[config.mk]
export PLATFORM = sky130hd
export DESIGN_NAME = tllf_emit
export DESIGN_NICKNAME = d
export VERILOG_FILES = /design/src/tile_layer_line_fetch_defines.svh /design/src/tllf_pkg.sv /design/src/tllf_emit.sv
export SDC_FILE = /design/constraint.sdc
export NUM_CORES = 1
export LEC_CHECK = 0
export BUFFER_PORTS_ARGS = -buffer_cell sky130_fd_sc_hd__buf_2
export CORE_MARGIN = 2
export CORE_UTILIZATION = 35
export DETAILED_ROUTE_END_ITERATION = 8
export SLEW_MARGIN = 20
export SYNTH_ARGS = -nofsm -noshare
export SYNTH_HDL_FRONTEND = slang
export SYNTH_SLANG_ARGS = --single-unit
[constraint.sdc]
create_clock -name clk -period 7.3 [get_ports clk]
set_clock_uncertainty 0.1 [all_clocks]
set_input_delay 0.365 -clock clk [delete_from_list [all_inputs] [get_ports clk]]
set_output_delay 0.365 -clock clk [all_outputs]
set_load 0.02 [all_outputs]
[src/tile_layer_line_fetch_defines.svh]
// Assertion macros for the tile layer line fetch block.
`ifndef TILE_LAYER_LINE_FETCH_DEFINES_SVH
`define TILE_LAYER_LINE_FETCH_DEFINES_SVH

`ifndef SYNTHESIS

// Check a consequence in the same cycle as its cause
`define TLLF_ASSERT_SAME(name, ante, cons) \
  name: assert property (@(posedge clk) disable iff (rst) (ante) |-> (cons)) \
    else $error("tllf: same-cycle check failed");

// Check a consequence in the cycle after its cause
`define TLLF_ASSERT_NEXT(name, ante, cons) \
  name: assert property (@(posedge clk) disable iff (rst) (ante) |=> (cons)) \
    else $error("tllf: next-cycle check failed");

`else

`define TLLF_ASSERT_SAME(name, ante, cons)
`define TLLF_ASSERT_NEXT(name, ante, cons)

`endif

`endif

[src/tllf_pkg.sv]
// Shared types and constants of the tile layer line fetch block.
package tllf_pkg;

  localparam int VRAM_DEPTH = 8192;
  localparam int VRAM_AW    = 13;

  // Item kinds
  localparam logic OP_WRITE  = 1'b0;
  localparam logic OP_RENDER = 1'b1;

  // Layer select
  localparam logic LAYER_WINDOW = 1'b0;
  localparam logic LAYER_BG     = 1'b1;

  // Control byte bits
  localparam int LCD_BG_MAP_BIT  = 3;
  localparam int LCD_TILE_SET_BIT = 4;
  localparam int LCD_WIN_MAP_BIT = 6;

  // Tile maps sit at offsets 0x1800 / 0x1C00 of the store
  localparam logic [1:0] MAP_AREA = 2'b11;

  // Window placement: column is window_x minus eight
  localparam logic [8:0] WIN_X_LO = 9'd8;
  localparam logic [8:0] WIN_X_HI = 9'd264;
  localparam logic [7:0] WIN_X_SHIFT = 8'd8;

  // Register indexes on the configuration port
  localparam logic [2:0] REG_CONTROL    = 3'd0;
  localparam logic [2:0] REG_VSCROLL    = 3'd1;
  localparam logic [2:0] REG_HSCROLL    = 3'd2;
  localparam logic [2:0] REG_WINDOW_Y   = 3'd3;
  localparam logic [2:0] REG_WINDOW_X   = 3'd4;
  localparam logic [2:0] REG_BG_PALETTE = 3'd5;

  typedef struct packed {
    logic               op;
    logic [VRAM_AW-1:0] mem_address;
    logic [7:0]         mem_data;
    logic [7:0]         scanline;
    logic [4:0]         tile_column;
    logic               layer;
  } item_t;

  // One fetched tile line, handed from the fetch unit to the emitter
  typedef struct packed {
    logic [7:0] lo;
    logic [7:0] hi;
    logic [4:0] tile_column;
    logic [7:0] scanline;
    logic       layer;
  } line_t;

  typedef struct packed {
    logic [7:0] hscroll;
    logic [7:0] window_y;
    logic [7:0] window_x;
    logic [7:0] bg_palette;
  } cfg_t;

  typedef struct packed {
    logic       last;
    logic       in_range;
    logic [1:0] shade;
    logic [1:0] color_index;
    logic [7:0] pixel_y;
    logic [7:0] pixel_x;
  } pixel_t;

endpackage

[src/tllf_emit.sv]
// Line buffer and eight-pixel emitter with position and palette mapping.
module tllf_emit (
  input  logic             clk,
  input  logic             rst,
  input  logic             line_valid,
  output logic             line_ready,
  input  tllf_pkg::line_t  line,
  input  tllf_pkg::cfg_t   cfg,
  output logic             out_valid,
  input  logic             out_ready,
  output tllf_pkg::pixel_t pixel
);
  import tllf_pkg::*;

  logic       buf_valid;
  line_t      buf_line;
  logic       busy;
  line_t      cur;
  logic [2:0] cnt;
  logic       done;
  logic       take;
  logic       load;
  logic [2:0] off;
  logic [7:0] xcol;
  logic [8:0] sx;
  logic [8:0] sy;
  logic [1:0] ci;

  assign line_ready = !buf_valid;
  assign load       = line_valid && line_ready;
  assign done       = busy && out_ready && (cnt == 3'd7);
  assign take       = !busy || done;
  assign out_valid  = busy;

  // Hold one fetched line while the current one drains
  always_ff @(posedge clk) begin
    if (rst) begin
      buf_valid <= 1'b0;
      busy      <= 1'b0;
      cnt       <= 3'd0;
    end else begin
      if (take) begin
        busy <= buf_valid;
        cnt  <= 3'd0;
      end else if (out_ready) begin
        cnt <= cnt + 3'd1;
      end
      if (load) begin
        buf_valid <= 1'b1;
      end else if (take) begin
        buf_valid <= 1'b0;
      end
    end
  end

  always_ff @(posedge clk) begin
    if (load) begin
      buf_line <= line;
    end
    if (take && buf_valid) begin
      cur <= buf_line;
    end
  end

  // Rightmost pixel first: column offset is seven minus the count
  assign off  = ~cnt;
  assign xcol = {cur.tile_column, off};
  assign sx   = {1'b0, xcol} + {1'b0, cfg.window_x};
  assign sy   = {1'b0, cur.scanline} + {1'b0, cfg.window_y};
  assign ci   = {cur.hi[cnt], cur.lo[cnt]};

  // Place the pixel and map the color through the palette
  always_comb begin
    pixel.color_index = ci;
    pixel.last        = (cnt == 3'd7);
    unique case (ci)
      2'd0: pixel.shade = cfg.bg_palette[1:0];
      2'd1: pixel.shade = cfg.bg_palette[3:2];
      2'd2: pixel.shade = cfg.bg_palette[5:4];
      2'd3: pixel.shade = cfg.bg_palette[7:6];
      default: pixel.shade = cfg.bg_palette[1:0];
    endcase
    if (cur.layer == LAYER_BG) begin
      pixel.pixel_x  = xcol - cfg.hscroll;
      pixel.pixel_y  = cur.scanline;
      pixel.in_range = 1'b1;
    end else begin
      pixel.pixel_x  = sx[7:0] - WIN_X_SHIFT;
      pixel.pixel_y  = sy[7:0];
      pixel.in_range = (sx >= WIN_X_LO) && (sx < WIN_X_HI) && !sy[8];
    end
  end

endmodule

After elaboration in Yosys (flattened, before gate mapping)
Index checks and enable logic that the tools add are counted.
{"block": "word_totals", "output_inout_bits": 24, "latch_bits": 0, "regBits": 65, "mem_bits_rw": 0, "word_cells": 48, "memories": 0, "mem_bits_ro": 0, "in_bits": 66}
{"block": "classes", "n_bitwise": 1, "shift": 0, "n_mul": 0, "n_div": 0, "eq_ne": 4, "n_mux": 9, "order_cmp": 3, "n_reduce_logical": 13, "addsub": 5}
{"op": "$add 8x8->9", "count": 2}
{"op": "$mux 16", "count": 1}
{"op": "$ge 9x4->1 const B", "count": 1}
{"op": "$lt 9x9->1 const B", "count": 1}
{"op": "$pmux 2 s4", "count": 1}
{"op": "$sub 8x4->8 const B", "count": 1}
{"op": "$sub 8x8->8", "count": 1}
{"op": "$bmux 1 s3", "count": 2}
{"op": "$logic_and 1x1->1", "count": 6}
{"op": "$mux 1", "count": 5}
{"op": "$eq 2x2->1 const B", "count": 2}
{"op": "$lt 3x4->1 const B", "count": 1}
{"op": "$add 3x1->3 const B", "count": 1}
{"op": "$eq 3x3->1 const B", "count": 1}
{"op": "$logic_not 1->1", "count": 3}
{"op": "$not 3->3", "count": 1}
{"op": "$eq 2x1->1 const B", "count": 1}
{"op": "$logic_not 2->1", "count": 1}
{"op": "$reduce_bool 2->1", "count": 1}
{"op": "$reduce_or 2->1", "count": 1}
{"op": "$logic_or 1x1->1", "count": 1}

Logic depth before layout (Yosys ltp)
{"block": "logic_depth", "depth_word": 6, "depth_mapped": 14, "depth_no_buf": 13}

Worst setup path before layout
OpenSTA, ideal clock, no wires.
{"block": "synth_timing", "path_kind": "flip-flop to output port", "start": "register cnt[0]", "end": "output pixel[20] (netlist bit)", "required_ns": 6.835, "arrival_ns": 3.500, "setup_slack_ns": 3.335, "path_stages_with_launch": 15, "path_buffers": 1, "cell_sequence": "dfxtp_1 > clkbuf_1 > inv_1 > ha_1 > fa_1 > a211o_4 > nand2_1 > xor2_1 > ha_1 > or3b_1 > a311o_1 > nand3_1 > nor4bb_1 > o211ai_1 > a41o_1"}
{"element": "from (decl)", "line_no": "tllf_emit.sv:19", "source": "logic [2:0] cnt;"}
{"element": "from (signal assigned)", "line_no": "tllf_emit.sv:46", "source": "cnt <= cnt + 3'd1;"}
{"element": "to (decl)", "line_no": "tllf_emit.sv:11", "source": "output tllf_pkg::pixel_t pixel"}

==> impl_metrics.tcl <==
set metrics [dict create \
    run_status "completed" \
    mapped_avg_cell_area_sq_um 12.5 \
    ys.warnings.count 0 \
    hold_class "in -> reg" \
    fin_crit_sh_pct 62.8 \
    first_global_vias 2494 \
    std_cell_rows 36 \
    synth_edf_count 60 \
    antenna_cells_inserted 0 \
    wire_length_of_the_first_global_routing_pass_microns 11900 \
    dieArea_sq_mm 0.0110 \
    post_synth_instance_area_sq_mm 0.00355 \
    timing.max_slew.rel_slack_pct 67.7 \
    leakagePower_nw 1.80 \
    final_period_minus_worst_setup_slack_ps 4590 \
    start_kind "flip-flop" \
    chipHeight_microns 105 \
    highest_fanout_seen_on_the_critical_path 9 \
    area_growth_pct 23.6 \
    final_critical_path_setup_slack_ps 2710 \
    first_pass_iters 6 \
    grt_use_total_pct 13.6 \
    initial_utilization_pct 36.2 \
    dp_worst_slack_ps 3070 \
    ports 90 \
    cts.hold.buffers_added 0 \
    wl_per_cell_microns 13.8 \
    postCtsSetupBuffers 0 \
    share_of_cells_above_drive_strength_1_pct 31.6 \
    report.final.setup_viol 0 \
    crit_path_cell_trace "inv_1 -> ha_1 -> fa_1 -> a211o_4 -> nand2_1 -> xor2_1 -> ha_1 -> or3b_1 -> a311o_1 -> nand3_1 -> nor4bb_1 -> o211ai_1 -> a41o_1 -> buf_2" \
    residual_antenna_violating_net_count_after_detailed_routing 0 \
    clock-root-buffer "clkbuf_8" \
    max_slew.worst_pin.slew_ps 476 \
    crit_buf_inv 2 \
    netlist-cell-type-count 55 \
    drtIter0Drc 134 \
    cell_count_after_synthesis 284 \
    hold_viol 0 \
    htree_num_levels 3 \
    data_arrival_at_the_endpoint_of_the_critical_path_ps 4120 \
    postRouteWirelength_microns 7100 \
    worst_ep_required_time_ps 6840 \
    fp.coreArea_sq_mm 0.00982 \
    cpMaxStageDelayCell "dfxtp_1" \
    critical_path.most_common_cell "ha_1" \
    cts_tree "built" \
    post_cts_resize_count 0 \
    cts_max_path_buffers 2 \
    clock_pin_transition_on_the_worst_setup_and_hold_timing_paths_ps 80 \
    placement.io_buffers 89 \
    clock_latency_of_the_later_clocked_register_in_the_worst_skew_pair_ps 330 \
    drc 0 \
    yosys_reg_bits 65 \
    synth-async-reset-ratio_pct 0 \
    timing.critical_path.slowest_cell_delay_ps 590 \
    weighted_congestion_reported_at_the_end_of_routability_driven_placement 0.837 \
    totalNegativeSetupSlack_ps 0 \
    overflow 0 \
    dominantRegCellSynth "edfxtp_1" \
    detailedPlacementHpwl_microns 5520 \
    pin_count_of_the_biggest_net_entering_global_routing 32 \
    critPathKind "reg -> out" \
    viasPerCell 4.80 \
    synth_sequential_area_ratio_pct 53.5 \
    synth_nets 379 \
    finalCoreUtilization_pct 44.7 \
    via_count 2477 \
    worst_setup_path_end_kind "output port" \
    grt_setup_unrepaired "false" \
    power.density_cell_area_mw_per_mm2 229 \
    total_count_of_max_transition_violations_in_the_final_report 0 \
    cts-buffers-inserted 9 \
    drv.max_cap_violation_count 0 \
    grt_antenna_before_repair 0 \
    maxClockFrequency_mhz 218 \
    design.final.nets 473 \
    die_x_microns 105 \
    tritoncts_num_sinks 65 \
    path_delay_family "compound AO/OA/AOI/OAI gates" \
    vdd_ir_drop_max_v 0.000155 \
]
## power breakdown
group | leakage (nW) | internal (mW) | switching (mW)
registers | 0.608 | 0.435 | 0.00885
logic | 1.07 | 0.0856 | 0.117
clock network | 0.117 | 0.227 | 0.132
## cell type report
type / count / area (sq um)
clock buffer: 9 / 124
clock inverter: 7 / 119
fill: 959 / 5430
inverter: 21 / 78.8
multi-input combinational: 189 / 1530
sequential: 65 / 1900
tap: 133 / 166
timing repair buffer: 92 / 468
## logic make-up (layout without fill, tap and decap cells)
logic type / after synthesis / in the layout / synth area share [%]
adder cells (fa/ha/maj): 29 / 29 / 10.8
AND/OR/NAND/NOR: 66 / 66 / 9.93
buffers and inverters: 30 / 129 / 3.45
flip-flops: 65 / 65 / 53.5
AO/OA/AOI/OAI: 63 / 63 / 12.5
XOR/XNOR: 16 / 16 / 3.94
multiplexers: 15 / 15 / 5.85
## metal layers
layer,share of wire (%),GRT usage (%)
met1,47,18.8
met3,3.4,2.37
met4,1.1,5.52
met5,0,0
met2,48,21.1
## metrics by stage
| step | instance area (sq um) | power, mW | hold WS [ps] | instances |
|---|---|---|---|---|
| 5_1_grt | 4390 | 1.06 | 82.6 | 516 |
| 3_5_place_dp | 4150 | 0.656 | 305 | 500 |
| 2_1_floorplan | 3550 | 0.590 | 300 | 284 |
| 6_report | 4390 | 1.01 | 115 | 516 |
| 3_3_place_gp | 4150 | 0.651 | 301 | 500 |
| 4_1_cts | 4390 | 1.02 | 92.4 | 516 |
## cells in the mapped netlist (3+ instances only)
library cell | number | area share, %
nand4_1 | 3 | 0.53
nor3_1 | 4 | 0.56
nand2b_1 | 3 | 0.53
clkbuf_1 | 5 | 0.53
dfxtp_1 | 5 | 2.8
inv_1 | 21 | 2.2
nor2b_1 | 7 | 1.2
mux2i_1 | 7 | 2.0
o21a_1 | 3 | 0.63
nor4b_1 | 4 | 0.99
o22ai_1 | 3 | 0.53
xor2_1 | 6 | 1.5
nor2_1 | 14 | 1.5
a21oi_1 | 13 | 1.8
a31oi_1 | 3 | 0.53
xnor2_1 | 10 | 2.5
a211oi_1 | 3 | 0.63
nand2_1 | 15 | 1.6
o211ai_1 | 3 | 0.63
o21ai_0 | 9 | 1.3
and3_1 | 3 | 0.53
edfxtp_1 | 60 | 51
mux4_2 | 4 | 2.5
fa_1 | 3 | 1.7
mux2_2 | 3 | 0.95
o21ai_1 | 3 | 0.42
ha_1 | 26 | 9.2
a21o_1 | 6 | 1.3
## cells in the final DEF, fill, tap and decap left out, drive strengths merged, types with 6 or more instances in the layout
cell	count
a21o	6
a21oi	13
buf	92
clkbuf	9
edfxtp	60
ha	26
inv	21
mux2i	8
nand2	15
nor2	14
nor2b	7
o21ai	12
xnor2	10
xor2	6
## sequential cells by signal, summed over array words and instances (netlist names)
name	flops
buf_valid	1
out_valid	1
buf_line	30
cnt	3
cur	30
## path summary, 6_finish.rpt
| check | startpoint | depth (start not counted) | slack (ps) | to |
|---|---|---|---|---|
| min reg2reg | buf_line[19]$_DFFE_PP_ | 0 | 310 | cur[19]$_DFFE_PP_ |
| max reg2reg | cnt[0]$_SDFFE_PP0P_ | 5 | 5190 | cur[26]$_DFFE_PP_ |
| min | line[1] | 1 | 110 | buf_line[1]$_DFFE_PP_ |
| max | cnt[0]$_SDFFE_PP0P_ | 14 | 2710 | pixel[20] |
(Power assumes the default switching activity.)
